File: config.mk
export PLATFORM = sky130hd
export DESIGN_NAME = rmv_sqrt
export DESIGN_NICKNAME = d
export VERILOG_FILES = /design/src/rtl/rmv_pkg.sv /design/src/rtl/rmv_sqrt.sv
export SDC_FILE = /design/constraint.sdc
export NUM_CORES = 1
export LEC_CHECK = 0
export BUFFER_PORTS_ARGS = -buffer_cell sky130_fd_sc_hd__buf_2
export CAP_MARGIN = 20
export CORE_MARGIN = 2
export CORE_UTILIZATION = 50
export CTS_BUF_LIST = sky130_fd_sc_hd__clkbuf_16
export CTS_CLUSTER_DIAMETER = 50
export DETAILED_ROUTE_END_ITERATION = 8
export PLACE_DENSITY_LB_ADDON = 0.15
export SETUP_SLACK_MARGIN = 0.3
export SLEW_MARGIN = 10
export SYNTH_ARGS = -nofsm -noshare
export SYNTH_HDL_FRONTEND = slang
export SYNTH_SLANG_ARGS = --single-unit
File: constraint.sdc
create_clock -name clk -period 7 [get_ports clk]
set_input_delay 1.4 -clock clk [delete_from_list [all_inputs] [get_ports clk]]
set_output_delay 1.4 -clock clk [all_outputs]
set_load 0.005 [all_outputs]
File: src/rtl/rmv_pkg.sv
// Shared widths, constants and helper functions of the running mean/variance block.
package rmv_pkg;

  localparam int ENTRIES          = 4096;
  localparam int ADDR_W           = $clog2(ENTRIES);
  localparam int IDX_W            = 12;
  localparam int VAL_W            = 32;
  localparam int SUM_W            = 64;
  localparam int OUT_W            = 31;
  localparam int ITEM_W           = 13;
  localparam int PASS_COUNT_WIDTH = 16;
  localparam int DEN_W            = PASS_COUNT_WIDTH + 1;
  localparam int ROOT_W           = SUM_W / 2;

  localparam logic [OUT_W-1:0]  OUT_MAX  = '1;
  localparam logic [ITEM_W-1:0] ITEM_MAX = '1;
  localparam logic [PASS_COUNT_WIDTH-1:0] PASS_MAX = '1;

  // Saturating unsigned add of two sums.
  function automatic logic [SUM_W-1:0] sat_add(input logic [SUM_W-1:0] a,
                                               input logic [SUM_W-1:0] b);
    logic [SUM_W:0] s;
    s = {1'b0, a} + {1'b0, b};
    return s[SUM_W] ? {SUM_W{1'b1}} : s[SUM_W-1:0];
  endfunction

  // Magnitude of a 33-bit signed difference; always fits in 32 bits.
  function automatic logic [VAL_W-1:0] mag33(input logic signed [VAL_W:0] d);
    logic [VAL_W:0] m;
    m = d[VAL_W] ? (~d + 1'b1) : d;
    return m[VAL_W-1:0];
  endfunction

endpackage

File: src/rtl/rmv_sqrt.sv
// Digit-by-digit integer square root: one root bit per cycle.
module rmv_sqrt
  import rmv_pkg::*;
(
  input  logic              clk,
  input  logic              rst_n,
  input  logic              start,
  input  logic [SUM_W-1:0]  x,
  output logic              done,
  output logic [ROOT_W-1:0] root
);

  localparam int CNT_W = $clog2(ROOT_W + 1);
  localparam int REM_W = ROOT_W + 3;

  logic [SUM_W-1:0]  x_r;
  logic [REM_W-1:0]  rem_r;
  logic [ROOT_W-1:0] root_r;
  logic [CNT_W-1:0]  cnt_r;
  logic              busy_r;
  logic              done_r;
  logic [REM_W-1:0]  rem_sh;
  logic [REM_W-1:0]  trial;
  logic              fits;

  assign rem_sh = {rem_r[REM_W-3:0], x_r[SUM_W-1:SUM_W-2]};
  assign trial  = {1'b0, root_r, 2'b01};
  assign fits   = rem_sh >= trial;

  always_ff @(posedge clk) begin
    if (!rst_n) begin
      busy_r <= 1'b0;
      done_r <= 1'b0;
      cnt_r  <= '0;
    end else begin
      done_r <= !start && busy_r && (cnt_r == CNT_W'(1));
      if (start) begin
        busy_r <= 1'b1;
        cnt_r  <= CNT_W'(ROOT_W);
      end else if (busy_r) begin
        cnt_r <= cnt_r - 1'b1;
        if (cnt_r == CNT_W'(1)) begin
          busy_r <= 1'b0;
        end
      end
    end
  end

  always_ff @(posedge clk) begin
    if (start) begin
      x_r    <= x;
      rem_r  <= '0;
      root_r <= '0;
    end else if (busy_r) begin
      x_r    <= {x_r[SUM_W-3:0], 2'b00};
      rem_r  <= fits ? (rem_sh - trial) : rem_sh;
      root_r <= {root_r[ROOT_W-2:0], fits};
    end
  end

  assign done = done_r;
  assign root = root_r;

endmodule

==> impl_results.md <==
* Hold WS at 0.495 ns
* R2R cell count at 9
* Initial Utilization at 0.509
* Arrival @ worst endpoint at roughly 3.2 ns
* Crit Path Class: in2reg
* Fmax at roughly 0.32 GHz
* Crit path largest cell delay at between 0.6 and 0.7 ns
* Reg clk slew, reported paths at ~0.060 ns
* CTS sink cnt at between 100 and 150
* CP max-delay cell: buf_4
* Max clock buf depth at 2
* Post-CTS resize count at 0
* Total placed instance area at roughly 8300 µm²
* Worst Setup Start Kind: primary input
* R2R Path End: rem_r[30]
* Skew-Pair Late Insertion Delay at 0.42 ns
* Final setup viols at 0
* Peak supply drop at roughly 0.00026 V
* Number of library cell types mapped by synthesis at 70
* Cells after Synth at 750
* Worst-path fanout max at 64
* First-pass GRT wire length at roughly 27000 µm
* CP most frequent cell: buf_4
* Register-to-register setup slack at ~3.9 ns
* Leak at 3.65 nW
* Die Area at 16400 µm²
* GRT Total Usage at 0.208
* Synthesized area per cell at approximately 10 µm²
* Setup bufs post-CTS at 0
* Vias in the first global route at between 5000 and 6000
* RSZ-0062 raised after global routing: no
* Final setup skew at just under 0.01 ns
* Sequential area share after synthesis at 0.439
* Crit path required time at between 7 and 8 ns
* Synthesis-to-layout area growth at 15.3%
* FF+latch count, synth at roughly 140
* Netlist Area Pre-Place at roughly 7700 µm²
* Hold crit path type: reg2reg
* Ranking of synthesized cells by area: edfxtp_1 25%, dfxtp_1 19%, mux2_2 9.2%, mux2i_1 6.1%, ha_1 5.8%
* Pre-antenna DRT Iters at 4
* Largest net degree at the start of global routing at 66
* HPWL Detailed at ~11000 µm
* Pwr dens at 411 nW/µm²
* Top_reg_cell synth: dfxtp_1
* Share of cells above drive strength 1 at 0.253
* Most frequent cell after synthesis: nor2_1
* GPL Wtd Cong at between 0.8 and 0.9
* DRC errors left at 0
* Final #Nets at between 900 and 1000
* Power Total at ~0.0037 W
* Die X at about 130 µm
* Grt ovf at 0
* Routed vias at about 5900
* Antenna Violating Nets Remaining at 0
* Min-delay src: rem_r[11]
* Ys async rst share at 0
* Status: complete, no violations
* Core area at 15100 µm²
* H-Tree Level Count at 4
* CTS tree: done
* Yosys warns at 0
* Initial antenna violation count at 0
* Top cell type's share of synthesized area at 0.249
* DIE HEIGHT at 128 µm
* Fin crit share at 0.447
* Worst Max-Slew Pin Slew at about 0.79 ns
* Total negative slack at 0 ns
* Number of synthesized flops with an enable pin at 64
* CTS Hold Bufs at 0
* Synth top cells by count: 85 x nor2_1, 73 x dfxtp_1, 64 x edfxtp_1, 63 x mux2_2, 47 x mux2i_1
* Reg-to-reg critical path startpoint: root[16]
* Number of diodes at 0
* Hold depth at 2
* Final Hold Fails at 0
* Max Transition Viols Final at 0
* Vias per inst at roughly 5.7
* Final core utilization at 0.587
* I/O pin count at 100
* Hold Path End: rem_r[13]
* Routed wire length at 16600 µm
* Num rows at 45
* Max Cap Viol at 0
* CTS Buf Count at 17
* Crit path time final at roughly 3.1 ns
* Drt wl/cell at roughly 16 µm
* Critical Path Start: start
* Post-Syn Nets at between 800 and 900
* DRT iter0 DRCs at roughly 290
* Clock root buffer: clkbuf_16
* Final Instance Area at between 8000 and 9000 µm²
* Slew HR at 0.472
* CP endpoint kind: flip-flop
* IO Port Bufs at 99
* Worst-path cell chain: buf_4, inv_1, nand2_2, buf_4
* Cell accounting for the most synthesized area: edfxtp_1
==> stage by stage <==
stage          cells  setup slack (ns)
2_1_floorplan    750              3.18
3_3_place_gp     999              3.42
3_5_place_dp     999              3.39
4_1_cts         1031              3.84
5_1_grt         1031              3.65
6_report        1031              3.87
==> worst max-delay path by stage <==
stage               slack, ns  endpoint
floorplan                3.18    x_r[0]
global placement         3.42   x_r[26]
detailed placement       3.39   x_r[22]
CTS                      3.84   x_r[43]
global route             3.65   x_r[26]
finish                   3.87   x_r[22]
==> cell type report <==
class	count	area [µm²]
fill	1295	6260
sequential	137	3390
clock inverter	15	203
inverter	44	165
clock buffer	17	425
tap	188	235
multi-input combinational	528	3950
timing repair buffer	102	520
==> placed cells by master (no fill, tap or decap), types with 3 or more instances in the layout <==
master     synthesis  routed
edfxtp_1          64      64
a311oi_1           7       7
a211o_1            3       3
and2_1             5       5
a31o_2             3       3
a21boi_0           3       3
a21oi_1           30      30
o211ai_1           7       7
o21bai_1           3       3
nor4_1             3       3
nand2b_1           5       5
or3_1              5       5
buf_2              2      98
nand4_1            5       5
buf_4              1       4
and3_1            15      15
mux2i_1           47      47
a31oi_1            5       5
nor3_1            14      14
and4_1             3       3
nand2_1           28      27
o21a_1             5       5
ha_1              36      36
xnor2_1           18      18
xor2_1            11      11
clkbuf_16          0      17
clkinv_4           0       4
nor2_1            85      85
bufinv_16          0       4
o22ai_1            3       3
inv_1             44      46
dfxtp_1           73      72
a32oi_1            5       5
a21o_1            13      13
o21ai_0           26      26
mux2_2            63      63
nand3_1           11      11
o41ai_1            4       4
a211oi_1          22      22
==> worst max-delay path: cells and delay by family <==
family	cells	cell delay [ns]
and+or+nand+nor	1	0.15
buffers and inverters	3	1.59
==> sequential cells by signal, summed over array words and instances (netlist names) <==
name and cells:
x_r 64, cnt_r 6, busy_r 1, rem_r 33, root 32, done 1
==> metal layers <==
| metal | track usage | wire [µm] | vias up |
|---|---|---|---|
| li1 | - | - | 2916 |
| met1 | 0.260 | 7610 | 2814 |
| met2 | 0.350 | 7940 | 126 |
| met3 | 0.0530 | 724 | 22 |
| met4 | 0.0711 | 290 | 0 |
| met5 | 0 | 0 | - |
==> cell families after synthesis <==
logic type	synth area share
buffers and inverters	0.0487
adders and majority gates	0.0585
and+or+nand+nor	0.120
xor gates and xnor gates	0.0330
AOI/OAI and AO/OA	0.147
DFF	0.439
muxes	0.153
==> power by group <==
part | switching, W | internal (W) | leakage, nW
Sequential | 0.0000739 | 0.000950 | 1.24
Combinational | 0.000956 | 0.000715 | 2.10
Clock | 0.000359 | 0.000598 | 0.308
Power figures use the tool's default switching activity.
