File: src/rtl/rmv_pkg.sv
// Shared widths, constants and helper functions of the running mean/variance block.
package rmv_pkg;

  localparam int ENTRIES          = 4096;
  localparam int ADDR_W           = $clog2(ENTRIES);
  localparam int IDX_W            = 12;
  localparam int VAL_W            = 32;
  localparam int SUM_W            = 64;
  localparam int OUT_W            = 31;
  localparam int ITEM_W           = 13;
  localparam int PASS_COUNT_WIDTH = 16;
  localparam int DEN_W            = PASS_COUNT_WIDTH + 1;
  localparam int ROOT_W           = SUM_W / 2;

  localparam logic [OUT_W-1:0]  OUT_MAX  = '1;
  localparam logic [ITEM_W-1:0] ITEM_MAX = '1;
  localparam logic [PASS_COUNT_WIDTH-1:0] PASS_MAX = '1;

  // Saturating unsigned add of two sums.
  function automatic logic [SUM_W-1:0] sat_add(input logic [SUM_W-1:0] a,
                                               input logic [SUM_W-1:0] b);
    logic [SUM_W:0] s;
    s = {1'b0, a} + {1'b0, b};
    return s[SUM_W] ? {SUM_W{1'b1}} : s[SUM_W-1:0];
  endfunction

  // Magnitude of a 33-bit signed difference; always fits in 32 bits.
  function automatic logic [VAL_W-1:0] mag33(input logic signed [VAL_W:0] d);
    logic [VAL_W:0] m;
    m = d[VAL_W] ? (~d + 1'b1) : d;
    return m[VAL_W-1:0];
  endfunction

endpackage

File: src/rtl/rmv_div.sv
// Restoring divider: one quotient bit per cycle, 64-bit dividend.
module rmv_div
  import rmv_pkg::*;
(
  input  logic             clk,
  input  logic             rst_n,
  input  logic             start,
  input  logic [SUM_W-1:0] num,
  input  logic [DEN_W-1:0] den,
  output logic             done,
  output logic [SUM_W-1:0] quot
);

  localparam int CNT_W = $clog2(SUM_W + 1);

  logic [DEN_W-1:0] den_r;
  logic [DEN_W-1:0] rem_r;
  logic [SUM_W-1:0] quo_r;
  logic [CNT_W-1:0] cnt_r;
  logic             busy_r;
  logic             done_r;
  logic [DEN_W:0]   shifted;
  logic             fits;

  assign shifted = {rem_r, quo_r[SUM_W-1]};
  assign fits    = shifted >= {1'b0, den_r};

  always_ff @(posedge clk) begin
    if (!rst_n) begin
      busy_r <= 1'b0;
      done_r <= 1'b0;
      cnt_r  <= '0;
    end else begin
      done_r <= !start && busy_r && (cnt_r == CNT_W'(1));
      if (start) begin
        busy_r <= 1'b1;
        cnt_r  <= CNT_W'(SUM_W);
      end else if (busy_r) begin
        cnt_r <= cnt_r - 1'b1;
        if (cnt_r == CNT_W'(1)) begin
          busy_r <= 1'b0;
        end
      end
    end
  end

  always_ff @(posedge clk) begin
    if (start) begin
      den_r <= den;
      rem_r <= '0;
      quo_r <= num;
    end else if (busy_r) begin
      rem_r <= fits ? DEN_W'(shifted - {1'b0, den_r}) : shifted[DEN_W-1:0];
      quo_r <= {quo_r[SUM_W-2:0], fits};
    end
  end

  assign done = done_r;
  assign quot = quo_r;

endmodule

File: config.mk
export PLATFORM = sky130hd
export DESIGN_NAME = rmv_div
export DESIGN_NICKNAME = d
export VERILOG_FILES = /design/src/rtl/rmv_pkg.sv /design/src/rtl/rmv_div.sv
export SDC_FILE = /design/constraint.sdc
export NUM_CORES = 1
export LEC_CHECK = 0
export BUFFER_PORTS_ARGS = -buffer_cell sky130_fd_sc_hd__buf_2
export CAP_MARGIN = 5
export CORE_MARGIN = 3
export CORE_UTILIZATION = 30
export CTS_BUF_LIST = sky130_fd_sc_hd__clkbuf_16
export DETAILED_ROUTE_END_ITERATION = 8
export PLACE_DENSITY_LB_ADDON = 0.05
export SYNTH_ARGS = -nofsm -noshare
export SYNTH_HDL_FRONTEND = slang
export SYNTH_SLANG_ARGS = --single-unit
File: constraint.sdc
create_clock -name clk -period 3.65 [get_ports clk]
set_clock_uncertainty 0.15 [all_clocks]
set_input_delay 0.5475 -clock clk [delete_from_list [all_inputs] [get_ports clk]]
set_output_delay 0.5475 -clock clk [all_outputs]
set_load 0.05 [all_outputs]
==> results by stage, run 1 <==
Outcome:
- The run finished with clean final reports.

Power:
- The static leakage power is 2.75 nW.
- Power spread over the standard cell area amounts to 493 nW/um^2.
- The worst vdd rail ir drop is 213 uV.

GRT:
- Entering global routing, the biggest net connects 94 pins.
- For this run the aggregate overflow at the end of global routing stands at 0.
- The via count of the first global-routing pass is 3,730.
- The number of antenna violations at the first check in global routing is 1.
- The first global-routing pass estimated 18,900 um of wire.
- Across every metal layer, demand over resource in global routing totals 12.8%.

Placement:
- The number of buffer cells added on primary ports is 148.
- The congestion estimate from routability-driven global placement came to 0.796.
- The placed cell area is 6180 um^2.
- The number of placed instances, taps included, is 756.
- Detailed placement finished with a half-perimeter wire length of 8440 um.

Timing:
- The routed design could run at a clock period as short as 3.03 ns.
- The total count of max-transition violations in the final report came to 0.
- The measured slew at the worst slew-check pin is 0.815 ns.
- Setup violations remaining at the end of the flow were counted as 0.
- The worst max-slew margin expressed relative to the limit is 45.5%.
- The fraction of the cycle the final worst path needs is 82.9%.
- Adding up every negative setup slack in the final design gives 0 ns.
- Setup repair after global routing left no endpoint under its margin.
- The maximum clock frequency is 331 MHz.
- The final number of hold-violating endpoints came to 0.

Logic synthesis:
- Counting flops with a built-in enable in the synthesized netlist gives 81.
- The summed instance area of the synthesized netlist is 5180 um^2.
- The register bit total from synthesis is 107.
- The proportion of netlist area held by the largest area contributor is 46.9%.
- sky130_fd_sc_hd__edfxtp_1 takes more of the synthesized area than any other cell.
- For this run, asynchronously set or reset flops after synthesis account for 0%.
- The total number of yosys warnings is 0.
- The commonest cells after synthesis are 81 x sky130_fd_sc_hd__edfxtp_1, 64 x sky130_fd_sc_hd__mux2_2, 26 x sky130_fd_sc_hd__dfxtp_1, 26 x sky130_fd_sc_hd__inv_1, 23 x sky130_fd_sc_hd__nor2_1.
- The most common cell in the synthesized netlist is sky130_fd_sc_hd__edfxtp_1.
- The share of the yosys chip area belonging to registers is 56.9%.
- Counting every net in the synthesized netlist gives 503.
- The average cell area after synthesis is 13.0 um^2.
- In the post-synthesis netlist, the biggest area contributors are sky130_fd_sc_hd__edfxtp_1 47%, sky130_fd_sc_hd__mux2_2 14%, sky130_fd_sc_hd__dfxtp_1 10%.
- The count of cell types in the netlist is 48.
- The most used flip-flop cell after synthesis is sky130_fd_sc_hd__edfxtp_1.
- The cell count after synthesis came out at 399.

CTS:
- The clock tree root buffer cell is sky130_fd_sc_hd__clkbuf_16.
- No sink is reached through more buffers than the 2 on the longest clock path.
- The number of buffers created by CTS is 9.
- The total number of clock tree sinks is 107.
- The later pin in the worst-skew pair is clocked with a latency of 0.34 ns.
- The H-tree depth reported by CTS is 3.
- Once the clock tree was built, the setup fixing pass inserted 0 buffers.
- The TritonCTS clock tree is done.
- Buffers inserted to repair hold after CTS numbered 0.
- After clock tree synthesis, the clock-pin slew on the worst setup and hold paths is 0.07 ns.
- The post-CTS resize count is 0.

Floorplanning:
- The starting density of the core is 30.9%.
- The floorplan has 47 rows.
- The die is 137 um wide.
- The area of the core is 16,800 um^2.
- The number of placed I/O pins is 149.
- The height of the die is 137 um.
- The die covers 18,900 um^2.

Route:
- The remaining number of nets flagged by the antenna check after routing is 0.
- Detailed routing inserted a total of 3,613 vias.
- The first-pass detailed-route iteration total is 4.
- In the routed design, unresolved DRC markers number 0.
- The average via count per standard cell is 4.68.
- In the final routed layout, each cell accounts on average for 15.5 um.
- The number of DRC violations after detailed-routing iteration 0 is 115.
- Wires add up to 11,900 um.

Layout:
- The final standard cell count with taps included and fillers excluded is 772.
- The finished cells cover 6480 um^2.
- The post-route netlist has 43.3% of its cells at a drive strength greater than 1.
- Cells fill 38.7% of the core in the end.
- The final antenna diode count is 0.
- Relative to the synthesized area, the layout overhead comes to 25.0%.
- The final layout contains 651 nets.

Critical path:
- The family of cells with the greatest summed delay on the critical path is compound AO/OA/AOI/OAI gates.
- The largest single stage delay on the critical path is 0.42 ns.
- STA classifies the critical path endpoint as a register.
- STA puts the critical path data required time at 3.71 ns.
- In this run the worst path has a maximum fanout of 21.
- The critical path goes through inv_1, ha_1, inv_1, fa_1, a21o_1, a221oi_2, o21ai_1, nor2_1, o31a_1, buf_4, mux2i_1, a211oi_1.
- The most numerous cell type found on the critical path is sky130_fd_sc_hd__inv_1.
- Counting both buffers and inverters, the worst setup path holds a total of 3.
- The kind of critical path is reg -> reg.
- The critical-path cell with the highest stage delay is sky130_fd_sc_hd__edfxtp_1.
- The category of the worst setup path launch point is a register.
- Data on the critical path arrives at its endpoint at 3.09 ns.

Hold path:
- The path type of the worst min-delay path is in -> reg.

Run:
- The number of maximum-capacitance violations is 0.
==> power by group <==
part | switching [mW] | internal [mW]
clock network | 0.468 | 0.538
logic | 0.473 | 0.229
registers | 0.0513 | 1.44
==> state kept, by name, summed over array words and instances, names as in the netlist <==
register  flops
busy_r        1
cnt_r         7
den_r        17
done          1
quot         64
rem_r        17
==> cell usage in the layout (no fill, tap or decap), types with 9 or more instances in the layout <==
master	synthesis	routed
sky130_fd_sc_hd__o21ai_0	11	11
sky130_fd_sc_hd__nand2_1	19	19
sky130_fd_sc_hd__ha_1	19	19
sky130_fd_sc_hd__nor2_1	23	23
sky130_fd_sc_hd__clkbuf_16	0	9
sky130_fd_sc_hd__xor2_1	10	10
sky130_fd_sc_hd__a211oi_1	9	9
sky130_fd_sc_hd__a21oi_1	13	13
sky130_fd_sc_hd__inv_1	26	26
sky130_fd_sc_hd__edfxtp_1	81	81
sky130_fd_sc_hd__dfxtp_1	26	26
sky130_fd_sc_hd__mux2_2	64	64
sky130_fd_sc_hd__mux2i_1	9	9
sky130_fd_sc_hd__buf_2	1	147
==> layer usage <==
metal,GRT usage (%),wire [um]
met5,0,13
met4,4.05,129
met3,5.73,1020
met2,20.6,5850
met1,15.4,4930
==> final cells by class <==
type | count | area (um^2)
repair buffers | 154 | 813
inverters | 26 | 97.6
clock inverters | 7 | 76.3
multi-input cells | 249 | 2040
flip-flops and latches | 107 | 2950
well taps | 220 | 275
fillers | 1653 | 10300
clock buffers | 9 | 225
==> cell families after synthesis <==
kind of cell               count (synthesis)  share of synthesized area (%)
and+or+nand+nor                           70                           6.64
buffers and inverters                     43                           3.74
DFF                                      107                           56.9
muxes                                     73                           15.6
AOI/OAI and AO/OA                         68                           9.02
xor gates and xnor gates                  18                           3.04
adders and majority gates                 20                           4.97
==> worst paths after layout <==
path              slack [ns]     start         to  depth (start not counted)
setup / recovery        0.62  quot[63]   rem_r[6]                         12
hold / removal          0.22   den[10]  den_r[10]                          1
setup reg to reg        0.62  quot[63]   rem_r[6]                         12
hold reg to reg         0.33  rem_r[2]   rem_r[2]                          2
==> stage by stage <==
stage          setup slack (ns)  hold slack [ns]  power [mW]
2_1_floorplan             0.566            0.295        2.03
3_3_place_gp              0.717            0.315        2.23
3_5_place_dp              0.596            0.326        2.23
4_1_cts                   0.580            0.199        3.26
5_1_grt                   0.331            0.201        3.36
6_report                  0.625            0.222        3.20
Note: power is estimated with default switching activity, not from simulation.
==> inputs of run 2 (changes only) <==
ABC_AREA = 1   (was default)
clock period = 3.05 ns   (was 3.65 ns; I/O delays follow)
==> run 2 against run 1 <==
  * Final area up 6.9%
  * Die area up 8.5%
  * Global-route usage rose by 2.1 points
  * Routed wire length up 24%
  * Count of clock-buffer cells in the layout did not move
  * Setup slack better by 0.075 ns
  * Sequential power up 19%
  * Area after synthesis grew 8.9%
  * Critical path depth is 1 lower
  * Highest routed layer unchanged
==> results by stage, run 2 <==
Critical path:
- The data arrival at the endpoint of the critical path is 2.42 ns (was 3.09 ns).
- The critical path endpoint category is a register (unchanged).
- The critical-path maximum fanout was 15 (was 21).
- The category of the worst setup path launch point is a register (unchanged).
- The kind of critical path is reg -> reg (unchanged).
- The worst endpoint required time is 3.12 ns (was 3.71 ns).

Power:
- The worst vdd rail ir drop is 319 uV (was 213 uV).
- The cell area power density was 542 nW/um^2 (was 493 nW/um^2).
- The static leakage power is 3.62 nW (was 2.75 nW).

Logic synthesis:
- The total number of yosys warnings was 0 (unchanged).
- The cell taking the most area after synthesis is sky130_fd_sc_hd__edfxtp_1 (unchanged).
- The average cell area after synthesis was 8.06 um^2 (was 13.0 um^2).
- The net count of the mapped netlist is 804 (was 503).
- The share of synthesized flip-flops with an asynchronous set or reset is 0% (unchanged).
- The summed instance area of the synthesized netlist is 5640 um^2 (was 5180 um^2).
- The register bit total from synthesis is 107 (unchanged).
- The count of cell types in the netlist is 30 (was 48).
- Leading cell types by count after synthesis: 332 x sky130_fd_sc_hd__nand2_1, 91 x sky130_fd_sc_hd__inv_1, 81 x sky130_fd_sc_hd__edfxtp_1 (was 81 x sky130_fd_sc_hd__edfxtp_1, 64 x sky130_fd_sc_hd__mux2_2, 26 x sky130_fd_sc_hd__dfxtp_1, 26 x sky130_fd_sc_hd__inv_1, 23 x sky130_fd_sc_hd__nor2_1).
- Largest cells by area after synthesis: sky130_fd_sc_hd__edfxtp_1 43%, sky130_fd_sc_hd__nand2_1 22%, sky130_fd_sc_hd__dfxtp_1 9.2% (was sky130_fd_sc_hd__edfxtp_1 47%, sky130_fd_sc_hd__mux2_2 14%, sky130_fd_sc_hd__dfxtp_1 10%).
- The proportion of netlist area held by the largest area contributor is 43.1% (was 46.9%).
- The number of instances in the synthesized netlist was 700 (was 399).
- The dominant register cell in the synthesized netlist is sky130_fd_sc_hd__edfxtp_1 (unchanged).
- The share of the yosys chip area belonging to registers was 52.3% (was 56.9%).
- The cell with the most instances after synthesis is sky130_fd_sc_hd__nand2_1 (was sky130_fd_sc_hd__edfxtp_1).
- The number of enable-type register cells in the synthesized netlist is 81 (unchanged).

CTS:
- The TritonCTS clock tree is done (unchanged).
- The total number of clock tree sinks was 107 (unchanged).
- The total of hold buffers inserted after clock tree synthesis is 0 (unchanged).
- The maximum root-to-sink buffer count was 2 (unchanged).
- The H-tree depth reported by CTS came to 3 (unchanged).
- The clock-pin slew on the worst setup and hold paths is 0.08 ns (was 0.07 ns).
- The post-CTS resize count is 0 (unchanged).
- The clock tree root buffer cell is sky130_fd_sc_hd__clkbuf_16 (unchanged).
- The number of buffers created by CTS is 9 (unchanged).
- The number of buffers inserted by post-CTS setup repair is 0 (unchanged).
- The latest clock arrival within the worst-skew pair is 0.36 ns (was 0.34 ns).

Timing:
- The worst hold margin is 0.118 ns (was 0.222 ns).
- The post-route minimum period is 2.35 ns (was 3.03 ns).
- The fraction of the cycle the final worst path needs is 77.0% (was 82.9%).
- The worst max-slew margin expressed relative to the limit is 55.7% (was 45.5%).
- The maximum clock frequency came to 426 MHz (was 331 MHz).
- The worst setup margin is 0.700 ns (was 0.625 ns).
- The final number of hold-violating endpoints is 0 (unchanged).
- The measured slew at the worst slew-check pin is 0.663 ns (was 0.815 ns).
- The final total negative setup slack was 0 ns (unchanged).
- RSZ-0062 raised after global routing: false (unchanged).
- The total count of max-transition violations in the final report is 0 (unchanged).
- The final setup violation count is 0 (unchanged).

Layout:
- The commonest non-fill, non-tap cell in the layout is sky130_fd_sc_hd__nand2_1 (was sky130_fd_sc_hd__buf_2).
- The count of fill cells added during filler insertion is 1,925 (was 1,653).
- The end-of-flow core utilization is 38.0% (was 38.7%).
- The layout-stage area growth over the synthesis result is 22.7% (was 25.0%).
- The layout cell share with drive strength beyond 1 is 22.1% (was 43.3%).
- The flip-flop count of the largest register, all copies and words added is 64 (unchanged).
- The final antenna diode count came to 0 (unchanged).
- Commonest cells after routing, fill and taps aside: 332 x sky130_fd_sc_hd__nand2_1, 147 x sky130_fd_sc_hd__buf_2, 89 x sky130_fd_sc_hd__inv_1 (was 147 x sky130_fd_sc_hd__buf_2, 81 x sky130_fd_sc_hd__edfxtp_1, 64 x sky130_fd_sc_hd__mux2_2).
- The net total in the final layout is 951 (was 651).

Floorplanning:
- The horizontal die dimension came to 143 um (was 137 um).
- The area of the core is 18,200 um^2 (was 16,800 um^2).
- The starting density of the core was 31.0% (was 30.9%).
- The number of placed I/O pins came to 149 (unchanged).
- The height of the die is 143 um (was 137 um).
- The area enclosed by the die boundary is 20,500 um^2 (was 18,900 um^2).
- The number of placement rows is 49 (was 47).

Route:
- The remaining number of nets flagged by the antenna check after routing is 0 (unchanged).
- The number of DRC violations after detailed-routing iteration 0 is 198 (was 115).
- The number of remaining DRC errors is 0 (unchanged).
- The detailed-route via count is 4,798 (was 3,613).
- The routed length per instance was 13.7 um (was 15.5 um).
- The wire length reported by the detailed router is 14,800 um (was 11,900 um).
- The average via count per standard cell is 4.44 (was 4.68).
- The first-pass detailed-route iteration total was 4 (unchanged).

Placement:
- The worst slack after detailed placement is 0.716 ns (was 0.596 ns).
- The final weighted congestion in routability-driven placement is 0.828 (was 0.796).
- The placed wire-length estimate after detailed placement is 10,900 um (was 8440 um).
- The number of buffer cells added on primary ports came to 148 (unchanged).

GRT:
- The largest net degree at the start of global routing is 45 (was 94).
- The global-route usage over all layers is 14.9% (was 12.8%).
- The via count of the first global-routing pass is 4,884 (was 3,730).
- The number of antenna violations at the first check in global routing is 2 (was 1).
- The first-pass GRT wire length is 24,200 um (was 18,900 um).
- The residual overflow from global routing was 0 (unchanged).

Run:
- The number of maximum-capacitance violations is 0 (unchanged).

Outcome:
- Status: finished clean (unchanged).

Hold path:
- The path type of the worst min-delay path is in -> reg (unchanged).
-- run 2: per-stage QoR --
stage,power [mW],area [um^2],instances
after floorplan,2.34,5640,700
after global placement,2.57,6610,1065
after detailed placement,2.57,6610,1065
after CTS,3.82,6930,1081
after global routing,3.95,6930,1081
final,3.75,6930,1081
-- run 2: cell type report --
type | instances | area, um^2 | share of cell area (%)
multi-input combinational | 481 | 2220 | 32.1
inverter | 91 | 342 | 4.93
tap | 229 | 287 | 4.14
clock inverter | 7 | 88.8 | 1.28
clock buffer | 9 | 225 | 3.25
timing repair buffer | 157 | 811 | 11.7
sequential | 107 | 2950 | 42.6
-- run 2: cell families after synthesis --
kind of cell | share of synthesized area (%)
AO/OA/AOI/OAI | 2.57
AND/OR/NAND/NOR | 30.9
adder cells (fa/ha/maj) | 4.57
buffers and inverters | 8.36
XOR/XNOR | 1.24
flip-flops | 52.3
-- run 2: power by group --
group | leakage, nW | total, mW | internal (mW) | switching [mW]
combinational | 2.43 | 0.761 | 0.192 | 0.569
sequential | 1.03 | 1.77 | 1.71 | 0.0596
clock | 0.152 | 1.22 | 0.593 | 0.632
-- run 2: routing by layer --
layer / GRT usage, % / up-vias / routed length [um]
met3: 5.73 / 16 / 1130
met2: 24.3 / 110 / 7090
li1: - / 2500 / -
met4: 4.35 / 4 / 220
met1: 18.5 / 2168 / 6320
met5: 0 / - / 16
-- run 2: path summary, 6_finish.rpt --
path | slack [ns] | depth (start not counted) | startpoint | to
worst max-delay path | 0.70 | 11 | quot[63] | rem_r[0]
worst max register to register | 0.70 | 11 | quot[63] | rem_r[0]
worst min register to register | 0.32 | 2 | rem_r[16] | rem_r[16]
worst min-delay path | 0.12 | 1 | den[2] | den_r[2]
-- run 2: worst max-delay path, stage by stage (launching register included) --
cell	delay (ns)
sky130_fd_sc_hd__edfxtp_1	0.38
sky130_fd_sc_hd__inv_1	0.09
sky130_fd_sc_hd__ha_1	0.17
sky130_fd_sc_hd__inv_1	0.08
sky130_fd_sc_hd__fa_1	0.43
sky130_fd_sc_hd__nand3_1	0.16
sky130_fd_sc_hd__nand3_2	0.10
sky130_fd_sc_hd__nand2_2	0.13
sky130_fd_sc_hd__buf_4	0.25
sky130_fd_sc_hd__nand3_1	0.10
sky130_fd_sc_hd__nand3_1	0.09
sky130_fd_sc_hd__o21ai_0	0.08
==> inputs of run 3 (changes only) <==
ABC_AREA = 0   (was 1)
clock period = 2.4 ns   (was 3.05 ns; I/O delays follow)
==> run 3 against run 2 <==
  * The run now ends with setup timing left
  * Global-route usage fell by 0.50 points
  * Power rose by 31%
  * Maximum frequency fell by 12%
  * Critical path depth rose by 1
  * Largest power group unchanged
  * First-iteration DRC count fell by 20%
  * Combinational power rose by 52%
  * Final cell count fell by 25%
  * Non-clock buffer count rose by 40
  * Sequential power rose by 28%
  * Worst hold slack got worse by 0.091 ns
  * Die area fell by 7.8%
  * Register-to-register slack got worse by 0.97 ns
==> results by stage, run 3 (synthesis gave the netlist of run 1 again) <==
Outcome:
- Status: finished, violations left (was finished clean).
- The final reports fail on setup timing.

CTS:
- The latest clock arrival within the worst-skew pair was 0.36 ns (about the same).
- The number of buffers created by CTS is 9 (unchanged).
- The H-tree depth reported by CTS came to 3 (unchanged).
- The clock tree root buffer cell is sky130_fd_sc_hd__clkbuf_16 (unchanged).
- The total number of clock tree sinks is 107 (unchanged).
- The clock-pin slew on the worst setup and hold paths came to 0.07 ns (was 0.08 ns).
- The total of hold buffers inserted after clock tree synthesis is 0 (unchanged).
- The maximum root-to-sink buffer count is 2 (unchanged).
- The TritonCTS clock tree is done (unchanged).

Timing:
- The worst hold margin is 0.0268 ns (was 0.118 ns).
- The maximum clock frequency is 375 MHz (was 426 MHz).
- The total count of max-transition violations in the final report was 0 (unchanged).
- The final number of hold-violating endpoints is 0 (unchanged).
- The worst setup margin is -0.267 ns (was 0.700 ns).
- The worst max-slew margin expressed relative to the limit is 68.5% (was 55.7%).
- The post-route minimum period is 2.67 ns (was 2.35 ns).
- The fraction of the cycle the final worst path needs is 111% (was 77.0%).
- RSZ-0062 raised after global routing: true (was false).
- The measured slew at the worst slew-check pin is 0.468 ns (was 0.663 ns).
- The final setup violation count came to 18 (was 0).

Layout:
- The layout cell share with drive strength beyond 1 is 48.2% (was 22.1%).
- Commonest cells after routing, fill and taps aside: 147 x sky130_fd_sc_hd__buf_2, 81 x sky130_fd_sc_hd__edfxtp_1, 64 x sky130_fd_sc_hd__mux2_2 (was 332 x sky130_fd_sc_hd__nand2_1, 147 x sky130_fd_sc_hd__buf_2, 89 x sky130_fd_sc_hd__inv_1).
- The final antenna diode count was 0 (unchanged).
- The flip-flop count of the largest register, all copies and words added came to 64 (unchanged).
- The area taken by flip-flops and latches came to 2950 um^2 (unchanged).
- The commonest non-fill, non-tap cell in the layout was sky130_fd_sc_hd__buf_2 (was sky130_fd_sc_hd__nand2_1).
- The count of fill cells added during filler insertion is 1,675 (was 1,925).
- The layout-stage area growth over the synthesis result is 31.6% (was 22.7%).
- The area taken by multi-input logic gates is 2060 um^2 (was 2220 um^2).
- The net total in the final layout is 694 (was 951).
- The end-of-flow core utilization was 40.7% (was 38.0%).

Floorplanning:
- The height of the die is 137 um (was 143 um).
- The number of placement rows is 47 (was 49).
- The starting density of the core is 30.9% (was 31.0%).
- The area enclosed by the die boundary is 18,900 um^2 (was 20,500 um^2).
- The horizontal die dimension came to 137 um (was 143 um).
- The number of placed I/O pins is 149 (unchanged).
- The area of the core came to 16,800 um^2 (was 18,200 um^2).

Power:
- The power dissipated by switching net loads is 1.53 mW (was 1.26 mW).
- The internal power summed over all cells was 3.41 mW (was 2.49 mW).
- The switching power share of the total is 30.9% (was 33.6%).
- The cell area power density is 723 nW/um^2 (was 542 nW/um^2).
- The worst vdd rail ir drop is 338 uV (was 319 uV).
- The combinational fraction of design power is 23.6% (was 20.3%).
- The sequential share of power is 45.9% (was 47.1%).
- The static leakage power is 2.97 nW (was 3.62 nW).
- The part of the total power dissipated in the clock network came to 30.5% (was 32.6%).

Critical path:
- The category of the worst setup path launch point is a register (unchanged).
- The number of cells on the critical path was 12 (was 11).
- The worst-case reg-to-reg path depth is 12 (was 11).
- The end of the worst register-to-register path is rem_r[4] (was rem_r[0]).
- The data arrival at the endpoint of the critical path came to 2.76 ns (was 2.42 ns).
- The end point of the critical path is rem_r[4] (was rem_r[0]).
- The largest stage delay on the critical path came to 0.39 ns (was 0.43 ns).
- Ordered list of cells on the worst path: inv_1, ha_2, inv_2, fa_2, a21o_1, a221oi_2, o21ai_1, nor2_1, o31a_1, buf_4, mux2i_2, a211oi_2 (was inv_1, ha_1, inv_1, fa_1, nand3_1, nand3_2, nand2_2, buf_4, nand3_1, nand3_1, o21ai_0).
- The origin of the worst setup path is quot[63] (unchanged).
- The beginning of the worst register-to-register path is quot[63] (unchanged).
- The critical-path cell with the highest stage delay is sky130_fd_sc_hd__edfxtp_1 (was sky130_fd_sc_hd__fa_1).
- The critical path endpoint category is a register (unchanged).
- The worst endpoint required time is 2.49 ns (was 3.12 ns).
- The critical-path maximum fanout is 4 (was 15).
- The worst reg-to-reg setup slack is -0.27 ns (was 0.70 ns).
- The kind of critical path is reg -> reg (unchanged).
- The family of cells with the greatest summed delay on the critical path is compound AO/OA/AOI/OAI gates (was adder cells).
- The number of buffer and inverter stages on the critical path was 3 (unchanged).

Route:
- The remaining number of nets flagged by the antenna check after routing came to 0 (unchanged).
- The average via count per standard cell is 4.70 (was 4.44).
- The routed length per instance is 16.0 um (was 13.7 um).
- The detailed-route via count is 3,830 (was 4,798).
- The wire length reported by the detailed router is 13,100 um (was 14,800 um).
- The first-pass detailed-route iteration total is 4 (unchanged).
- The number of remaining DRC errors is 0 (unchanged).
- The number of DRC violations after detailed-routing iteration 0 is 158 (was 198).

GRT:
- The largest net degree at the start of global routing came to 48 (was 45).
- The number of antenna violations at the first check in global routing is 1 (was 2).
- The residual overflow from global routing is 0 (unchanged).
- The via count of the first global-routing pass is 4,028 (was 4,884).
- The global-route usage over all layers is 14.4% (was 14.9%).
- The first-pass GRT wire length is 21,000 um (was 24,200 um).

Placement:
- The number of buffer cells added on primary ports is 148 (unchanged).
- The placed wire-length estimate after detailed placement is 9590 um (was 10,900 um).
- The final weighted congestion in routability-driven placement is 0.779 (was 0.828).

Hold path:
- The path type of the worst min-delay path is in -> reg (unchanged).

Run:
- The number of maximum-capacitance violations came to 0 (unchanged).
run 3: layout make-up:
| type | instances | area share [%] |
|---|---|---|
| clock buffer | 9 | 3.30 |
| inverter | 26 | 1.48 |
| clock inverter | 7 | 0.990 |
| sequential | 107 | 43.3 |
| timing repair buffer | 197 | 16.8 |
| multi-input combinational | 249 | 30.2 |
| tap | 220 | 4.03 |
run 3: metrics by stage:
step           std cells  power [mW]  cell area (um^2)  setup TNS [ns]  worst slack [ns]
2_1_floorplan        399        3.10              5200           -8.64            -0.511
3_3_place_gp         794        3.46              6470           -2.32            -0.184
3_5_place_dp         794        3.46              6470           -3.44            -0.249
4_1_cts              814        5.02              6810           -3.27            -0.237
5_1_grt              815        5.18              6830           -7.13            -0.481
6_report             815        4.94              6830           -3.14            -0.267
run 3: worst min-delay path by stage:
| stage | to | cells after the start | from | slack, ns |
|---|---|---|---|---|
| 2_1_floorplan | rem_r[2] | 2 | rem_r[2] | 0.29 |
| 3_3_place_gp | rem_r[2] | 2 | rem_r[2] | 0.31 |
| 3_5_place_dp | rem_r[2] | 2 | rem_r[2] | 0.32 |
| 4_1_cts | den_r[6] | 1 | den[6] | 0.006 |
| 5_1_grt | den_r[10] | 1 | den[10] | 0.003 |
| 6_report | den_r[10] | 1 | den[10] | 0.03 |
run 3: repair_timing:
item / 4_1_cts / 5_1_grt
gates resized for setup: 4 / 8
setup buffers: 4 / 1
pin swaps: 9 / 2
cloned: 0 / 0
setup endpoints to repair: 18 / 18
run 3: power by group through the flow:
stage	Combinational, mW	Sequential [mW]	Clock, mW
after detailed placement	1.16	2.31	0
after global placement	1.15	2.31	0
after global routing	1.26	2.29	1.64
after CTS	1.17	2.27	1.58
final	1.16	2.27	1.51
after floorplan	0.398	2.70	0
run 3: per-layer routing:
| layer | up-vias | wire (um) | track usage, % |
|---|---|---|---|
| met2 | 107 | 6070 | 22.1 |
| li1 | 1876 | - | - |
| met5 | - | 20 | 0 |
| met1 | 1835 | 5840 | 18.6 |
| met4 | 2 | 111 | 3.38 |
| met3 | 10 | 1040 | 6.83 |
